## config.mk

```make
export PLATFORM = sky130hd
export DESIGN_NAME = wsu_ram
export DESIGN_NICKNAME = d
export VERILOG_FILES = /design/src/design/wsu_ram.sv
export SDC_FILE = /design/constraint.sdc
export NUM_CORES = 2
export LEC_CHECK = 0
export ABC_CLOCK_PERIOD_IN_PS = 8900
export CORE_MARGIN = 4
export CORE_UTILIZATION = 25
export DETAILED_ROUTE_END_ITERATION = 7
export DONT_BUFFER_PORTS = 1
export GPL_ROUTABILITY_DRIVEN = 0
export PLACE_DENSITY_LB_ADDON = 0.05
export SYNTH_ARGS = -nofsm -noshare
export SYNTH_HDL_FRONTEND = slang
export SYNTH_SLANG_ARGS = --single-unit
```

## constraint.sdc

```tcl
create_clock -name clk -period 8.9 [get_ports clk]
set_input_delay 2.67 -clock clk [delete_from_list [all_inputs] [get_ports clk]]
set_output_delay 2.67 -clock clk [all_outputs]
set_load 0.005 [all_outputs]
```

## src/design/wsu_ram.sv

```systemverilog
`timescale 1ns / 1ps
// ----------------------------------------------------------------------------
// wsu_ram
// generic single write port, single read port ram with registered read
// ----------------------------------------------------------------------------
module wsu_ram #(
	parameter int WIDTH = 64,
	parameter int DEPTH = 64
) (
	input  logic                     clk,
	input  logic                     we,
	input  logic [$clog2(DEPTH)-1:0] waddr,
	input  logic [WIDTH-1:0]         wdata,
	input  logic                     re,
	input  logic [$clog2(DEPTH)-1:0] raddr,
	output logic [WIDTH-1:0]         rdata
);

	logic [WIDTH-1:0] mem_q [DEPTH];
	logic [WIDTH-1:0] rdata_q;

	always_ff @(posedge clk) begin
		if (we) begin
			mem_q[waddr] <= wdata;
		end
		if (re) begin
			rdata_q <= mem_q[raddr];
		end
	end

	assign rdata = rdata_q;

endmodule

```

==> summary.txt <==
Status
  – Run status: completed

Timing
  – FMAX: 160.4 MHz
  – Final Hold Viols: 0
  – Final worst path period need: around 6.2 ns
  – Unrepaired setup endpoints after global routing: no
  – Rel. slew slack: 10.99%
  – Final period utilization: 70.04%
  – Final number of setup-violating endpoints: 0
  – WHS: ~1 ns
  – Setup TNS: 0 ns
  – Slew Limit Fails: 0
  – Tightest Pin Transition: 1.332 ns
  – Skew final: 0.06559 ns

Die
  – Die X: ~800 um
  – CORE AREA: 0.6248 mm^2
  – Row count: 290
  – Initial core utilization: 25.13%
  – Die height: 800.4 um
  – Die ar.: about 0.64 mm^2
  – Num ports: roughly 140

Synthesis
  – Synthesized Nets: 6677
  – Largest family of logic cells by synthesized area: multiplexers
  – Multiplexer share of the synthesized area: 15.55%
  – Post-synthesis sequential area ratio: 79.57%
  – #FFs+latches synth: 4160
  – Yosys cell types: 32
  – Mapped Cells: ~6600
  – Synth Area in Compound Gates: 2.467%
  – Synth Cell Area: roughly 0.16 mm^2
  – Post-synth EDFFs: 4160
  – Syn Area/Cell: 23.79 um^2
  – Asr flop ratio synth: 0%
  – Synth Area in Adders: 0%
  – Synth Area in Simple Gates: 1.235%
  – Xor/xnor cell area share of the yosys netlist: 0%
  – Yosys Warn Count: 0
  – Ys flop type: edfxtp_1

Final layout
  – Final nets: ~7000
  – Highest-count cells in the layout ignoring fill and taps: edfxtp_1, mux4_2, clkbuf_16, buf_4, a22oi_1
  – Fin cells: 15710
  – Commonest non-fill, non-tap cell in the layout: edfxtp_1
  – Share of cells above drive strength 1: 27.95%
  – Post-route cell area: 0.1847 mm^2
  – P&R area growth vs syn: 17.66%

Setup path
  – R2R Setup Slk: 6.29 ns
  – Maximum fanout along the worst path: 140
  – Critical Path Start Type: input port
  – Crit-path cells: buf_16 -> buf_16 -> buf_16 -> mux4_2 -> mux2i_1 -> o22ai_1 -> a41oi_1 -> a211oi_1
  – Worst EP required: 9.63 ns
  – Arr. time, crit path: 6.97 ns
  – Cell mode on critical path: buf_16
  – Setup CP Type: input port to flop
  – Critical-path top delay cell: buf_16
  – Worst stage delay on the critical path: around 0.87 ns
  – Crit end category: flop

Clocking
  – Clock sinks: 4160
  – Worst-path clk slew: ~0.06 ns
  – CTS Buf Count: slightly below 500
  – Max clock buf depth: 4
  – TritonCTS clock tree: yes
  – CTS resizes: 0
  – Clk root buf: clkbuf_16
  – Htree depth: 5
  – Buffer count from post-CTS setup fixing: 0
  – Post-CTS Hold Buffers: 0
  – Worst-Skew Late Latency: 1.04 ns

Placed design
  – Post-Place Cell Area: about 0.17 mm^2
  – Post-detail-place hpwl: 300500 um
  – Port bufs: 0
  – Inst Count DP: 14790

Global routing
  – Global-route wire length before repair: approximately 760000 um
  – Vias in the first global route: 79540
  – M1 GR Usage: 23.39%
  – GR Overflow Total: 0
  – All-Layer GR Usage: between 10% and 20%
  – GRT Max-Usage Layer: met2
  – Global Route met3 Usage: ~2.7%
  – Pin count of the biggest net entering global routing: 412
  – Grt met2 use: 30.94%
  – Initial antenna violation count: 50

Min path
  – Worst hold path type: flop to flop

Detailed routing
  – Drt pass-1 iters: 5
  – Post-Route WL: 578000 um
  – Total vias in the final route: 73880
  – DR WL/cell: about 37 um
  – Via-to-Cell Ratio: 4.703
  – Antenna-violating nets left: 0
  – Iteration-0 DRC count of the detailed router: between 6000 and 7000
  – DRC: 0

Power
  – Sw power: 9337 uW
  – P_int: 33860 uW
  – Comb pwr share: 3.7%
  – Peak supply drop: between 0.15 and 0.2 mV
  – LEAKAGE: about 0.056 uW
  – Clock power frac: between 40% and 50%
  – Reg power frac: 50.5%
  – Sw Ratio: a little over a fifth
  – Power, Total: 43200 uW
  – Power per standard cell area: about 230 mW/mm^2

Run
  – Max-Cap Viols: 0
-- path summary, 6_finish.rpt --
kind | start | end | cells past startpoint
setup reg to reg | mem_q[13][14]$_DFFE_PP_ | rdata[14]$_DFFE_PP_ | 5
hold / removal | mem_q[62][42]$_DFFE_PP_ | rdata[42]$_DFFE_PP_ | 4
hold reg to reg | mem_q[62][42]$_DFFE_PP_ | rdata[42]$_DFFE_PP_ | 4
setup / recovery | raddr[0] | rdata[27]$_DFFE_PP_ | 8
-- power by group through the flow --
stage	Clock (uW)	Combinational, uW	Sequential, uW
2_1_floorplan	0	1010	22200
6_report	19800	1600	21800
5_1_grt	21300	1720	21800
3_3_place_gp	0	1630	22200
4_1_cts	20400	1630	21800
3_5_place_dp	0	1630	22300
-- layer usage --
| metal | up-vias | wire length, um |
|---|---|---|
| li1 | 29410 | - |
| met1 | 42130 | 250200 |
| met2 | 1768 | 291700 |
| met3 | 572 | 25930 |
| met4 | 2 | 10180 |
| met5 | - | 13 |
-- state kept, by name, summed over array words and instances, names as in the netlist --
name	cells
rdata	64
mem_q	4096
-- logic make-up (layout without fill, tap and decap cells) --
family	Yosys count	after routing
simple gates	386	386
compound gates	504	504
other cells	0	11
mux	1159	1159
buf+inv	389	1168
flops	4160	4160
-- cells in the mapped netlist, drive strengths merged (3+ instances only) --
library cell | instances | area share (%)
and2 | 3 | 0.012
mux2i | 135 | 0.86
a41oi | 26 | 0.15
a22o | 88 | 0.49
mux4 | 1024 | 15
clkbuf | 140 | 0.33
edfxtp | 4160 | 80
a2bb2oi | 19 | 0.11
and3 | 64 | 0.26
o22ai | 83 | 0.33
or2 | 28 | 0.11
nand3 | 45 | 0.14
a22oi | 168 | 0.80
or3 | 29 | 0.12
o221ai | 38 | 0.21
nor2b | 28 | 0.11
a211oi | 63 | 0.30
buf | 230 | 0.80
nand2b | 11 | 0.044
nand2 | 58 | 0.14
nor2 | 112 | 0.27
inv | 19 | 0.045
a31oi | 18 | 0.072
-- per-stage QoR --
| step | util (%) | setup slack [ns] |
|---|---|---|
| after global routing | 29.56 | 2.302 |
| after global placement | 27.03 | 1.476 |
| after floorplan | - | 0.7940 |
| after CTS | 29.54 | 2.617 |
| after detailed placement | 27.03 | 1.432 |
| final | 29.56 | 2.666 |
-- worst max-delay path, delay by kind of cell --
family	cells	cell delay, ns
multiplexers	2	0.80
buffers and inverters	3	2.29
AO/OA/AOI/OAI	3	0.58
-- final cells by class --
| class | count | area [um^2] |
|---|---|---|
| Fill cell | 60390 | 440100 |
| Inverter | 19 | 71.32 |
| Sequential cell | 4160 | 124900 |
| Antenna cell | 11 | 27.53 |
| Timing Repair Buffer | 242 | 2790 |
| Clock inverter | 319 | 3103 |
| Tap cell | 8322 | 10410 |
| Clock buffer | 588 | 12570 |
| Multi-Input combinational cell | 2049 | 30830 |
(Power assumes the default switching activity.)
