[config.mk]
export PLATFORM = sky130hd
export DESIGN_NAME = wsu_scan
export DESIGN_NICKNAME = d
export VERILOG_FILES = /design/src/design/wsu_pkg.sv /design/src/design/wsu_scan.sv
export SDC_FILE = /design/constraint.sdc
export NUM_CORES = 1
export LEC_CHECK = 0
export ABC_AREA = 1
export BUFFER_PORTS_ARGS = -buffer_cell sky130_fd_sc_hd__buf_2
export CORE_UTILIZATION = 30
export DETAILED_ROUTE_END_ITERATION = 12
export PLACE_DENSITY = 0.72
export SYNTH_ARGS = -nofsm -noshare
export SYNTH_HDL_FRONTEND = slang
export SYNTH_SLANG_ARGS = --single-unit
export TNS_END_PERCENT = 10
[constraint.sdc]
create_clock -name clk -period 2.85 [get_ports clk]
set_input_delay 0.57 -clock clk [delete_from_list [all_inputs] [get_ports clk]]
set_output_delay 0.57 -clock clk [all_outputs]
set_load 0.05 [all_outputs]
[src/design/wsu_pkg.sv]
`timescale 1ns / 1ps
// ----------------------------------------------------------------------------
// wsu_pkg
// shared widths, command and status codes, sequencer states and the
// status struct of the duplicate search unit
// ----------------------------------------------------------------------------
package wsu_pkg;

	localparam int CMD_W  = 3;
	localparam int VAL_W  = 64;
	localparam int CNT_W  = 7;
	localparam int FILL_W = 7;
	localparam int STAT_W = 2;

	// command codes, anything else acts as a query
	localparam logic [CMD_W-1:0] CMD_PUSH    = 3'd0;
	localparam logic [CMD_W-1:0] CMD_UPUSH   = 3'd1;
	localparam logic [CMD_W-1:0] CMD_POP     = 3'd2;
	localparam logic [CMD_W-1:0] CMD_POP_ALL = 3'd3;
	localparam logic [CMD_W-1:0] CMD_QUERY   = 3'd4;

	typedef enum logic [STAT_W-1:0] {
		STAT_OK    = 2'd0,
		STAT_OVER  = 2'd1,
		STAT_UNDER = 2'd2,
		STAT_DUP   = 2'd3
	} status_t;

	typedef enum logic [2:0] {
		ST_IDLE,
		ST_SCAN,
		ST_POP_RD,
		ST_POP_OUT,
		ST_FINAL
	} state_t;

	typedef struct packed {
		logic done;
		logic hit;
	} scan_stat_t;

endpackage

[src/design/wsu_scan.sv]
`timescale 1ns / 1ps
// ----------------------------------------------------------------------------
// wsu_scan
// duplicate search: walks entries 0..fill-1 through the ram read port,
// one address a cycle, and compares each returned word with the new one
// ----------------------------------------------------------------------------
module wsu_scan #(
	parameter int DEPTH     = 64,
	parameter int WORD_BITS = 64
) (
	input  logic                             clk,
	input  logic                             arst_n,
	input  logic                             start,
	input  logic [$clog2(DEPTH+1)-1:0]       fill,
	input  logic [WORD_BITS-1:0]             word,
	input  logic [WORD_BITS-1:0]             rd_data,
	output logic                             rd_en,
	output logic [$clog2(DEPTH)-1:0]         rd_addr,
	output wsu_pkg::scan_stat_t              stat
);

	localparam int AW = $clog2(DEPTH);
	localparam int FW = $clog2(DEPTH+1);

	logic          active_q;
	logic [FW-1:0] idx_q;
	logic          pend_s1;
	logic          issue;
	logic          hit;

	assign issue   = active_q && (idx_q < fill);
	assign rd_en   = issue;
	assign rd_addr = idx_q[AW-1:0];

	// compare the word read in the previous cycle
	assign hit       = pend_s1 && (rd_data == word);
	assign stat.hit  = hit;
	assign stat.done = active_q && (hit || (!issue && !pend_s1));

	always_ff @(posedge clk or negedge arst_n) begin
		if (!arst_n) begin
			active_q <= 1'b0;
			idx_q    <= '0;
			pend_s1  <= 1'b0;
		end else if (start) begin
			active_q <= 1'b1;
			idx_q    <= '0;
			pend_s1  <= 1'b0;
		end else begin
			if (stat.done) begin
				active_q <= 1'b0;
			end
			if (issue) begin
				idx_q <= idx_q + FW'(1);
			end
			pend_s1 <= issue && !stat.done;
		end
	end

endmodule

==> impl_results.md <==
* Max incr delay on CP at 0.45 ns
* Vias at 3,194
* Worst hold path type: in -> async
* GRT Util Overall at 21.5%
* Synth Warn # at 0
* Number of fill cells at 860
* Clock latency on the worst-skew pair at 0.23 ns
* Max-cap viol count at 0
* IO Port Bufs at 146
* Status: completed
* Post-CTS Resized at 0
* Grt ovf at 0
* DR WL/cell at 12.2 um
* Maximum clock rate at 0.394 GHz
* Clk root buf: clkbuf_8
* WHS at 0.183 ns
* Die area at 8190 um^2
* CP bufs+invs at 1
* Crit path time final at 2.53 ns
* Layout cell share with drive strength beyond 1 at 27.6%
* CTS buffer count at 3
* Yosys cell types at 29
* DP HPWL at 7930 um
* Mapped cell area at 2350 um^2
* #FFs+latches synth at 9
* First-pass GRT wire length at 14,300 um
* Detail Route Antenna Nets at 0
* Post-CTS Hold Buffers at 0
* Largest net degree at the start of global routing at 10
* Worst-case clock buffer depth at 2
* Routed wire length at 8740 um
* Final Setup Violations at 0
* Core ar. at 7410 um^2
* Sequential-to-total area share from yosys stat at 9.58%
* Clock Skew at 0.00124 ns
* Pwr/cell area at 221 nW/um^2
* Crit path cell chain: ha_1 -> a21oi_1 -> nor2_1 -> nor2_4 -> nand2_4 -> nand2_1 -> a21oi_2 -> buf_2
* Synthesized net count at 618
* Worst EP arrival at 1.96 ns
* Most frequent cells in the layout: nand2_1 (163), buf_2 (146), inv_1 (117)
* Max stage delay cell, worst path: dfrtp_1
* Nets at 762
* Vias in the first global route at 3,142
* Period Utilization, post-route at 88.9%
* Clock-pin slew on the worst setup and hold paths at 0.05 ns
* Die Wd at 90.5 um
* Post-CTS setup buffer count at 0
* Peak supply drop at 229 uV
* Ant diodes at 0
* Row count at 31
* CP Class: reg -> out
* Initial DRC count at 126
* Crit-path max FO at 7
* CTS sink count at 9
* Die Height at 90.5 um
* Pins Over Slew Limit at 0
* Via density at 4.47
* Initial antenna violation count at 0
* CTS tree: built
* DRC at 0
* Most common cell after layout, fill and taps aside: nand2_1
* Leak at 2.10 nW
* H-Tree Level Count at 1
* Final TNS setup at 0 ns
* Cells after Synth at 473
* RSZ-0062 raised after global routing: no
* Final hold vios at 0
* IO Count at 147
* CP Capture Type: output port
* Placer Congestion at 0.906
* Max-slew headroom at 76.4%
* CP required at 2.28 ns
* Drt pass-1 iters at 4
* Startpoint Class: register
* Layout overhead on the synthesized area at 36.0%
* Slew @ Worst Pin at 0.351 ns
* Initial core utilization at 31.7%
* Syn_area_per_cell at 4.97 um^2
* CP delay by family, top: flip-flops
[cell type report]
type | instances | area, um^2 | area share (%)
Sequential cell | 9 | 225 | 7.05
Tap cell | 99 | 124 | 3.87
Timing Repair Buffer | 146 | 731 | 22.9
Inverter | 119 | 447 | 14.0
Multi-Input combinational cell | 338 | 1630 | 50.8
Clock buffer | 4 | 45.0 | 1.41
[sequential cells by signal, summed over array words and instances (netlist names)]
name      cells
pend_s1       1
idx_q         7
active_q      1
[cell usage after synthesis (all sizes together)]
cell type,count,area [um^2]
nand2,166,636
inv,119,447
nor2,69,284
nand4,23,150
nand3,18,95.1
o21ai,11,55.1
xnor2,11,96.3
dfrtp,9,225
or2,9,56.3
a21oi,8,47.6
buf,7,52.6
ha,7,87.6
nor3,6,41.3
nor3b,4,30.0
nor4,2,12.5
o2111ai,2,17.5
a21boi,1,7.51
xor2,1,8.76
[worst paths after layout]
kind	startpoint	endpoint	slack (ns)	cells after the start
worst max-delay path	idx_q[4]$_DFFE_PN0P_	stat[1]	0.32	8
worst min-delay path	arst_n	idx_q[5]$_DFFE_PN0P_	0.18	1
worst max register to register	idx_q[4]$_DFFE_PN0P_	idx_q[4]$_DFFE_PN0P_	1.18	9
worst min register to register	active_q$_DFFE_PN0P_	pend_s1$_DFF_PN0_	0.47	1
max in group asynchronous	arst_n	idx_q[1]$_DFFE_PN0P_	2.48	1
min in group clk	active_q$_DFFE_PN0P_	pend_s1$_DFF_PN0_	0.47	1
[metrics by stage]
step                area, um^2  setup slack [ns]  total power, mW  utilization [%]  cells
finish                    3200             0.315            0.708             43.2    715
global route              3200            0.0547            0.778             43.2    715
CTS                       3200             0.278            0.714             43.2    715
detailed placement        3150             0.279            0.557             42.5    711
global placement          3150             0.282            0.550             42.5    711
floorplan                 2350             0.429            0.381                -    473
[metal layers]
layer  up-vias  global-route usage, %  part of all wire, %
met1      1365                   26.3                   43
met5         -                      0                    0
met4         0                   3.63                  1.0
li1       1698                      -                    -
met3         8                   3.54                  7.6
met2       123                   39.5                   48
[cells by family (layout without fill, tap and decap cells)]
family          count (synthesis)  count (layout)  synth area share [%]
flops                           9               9                  9.58
fa+ha+maj                       7               7                  3.73
buf+inv                       126             269                  21.2
xor+xnor                       12              12                  4.47
compound gates                 22              22                  5.43
simple gates                  297             297                  55.5
[power by group]
part	switching (mW)	total (mW)	internal [mW]	leakage, nW
Clock	0.0529	0.151	0.0977	0.0228
Combinational	0.243	0.411	0.168	1.97
Sequential	0.00986	0.146	0.136	0.116
Note: power is estimated with default switching activity, not from simulation.
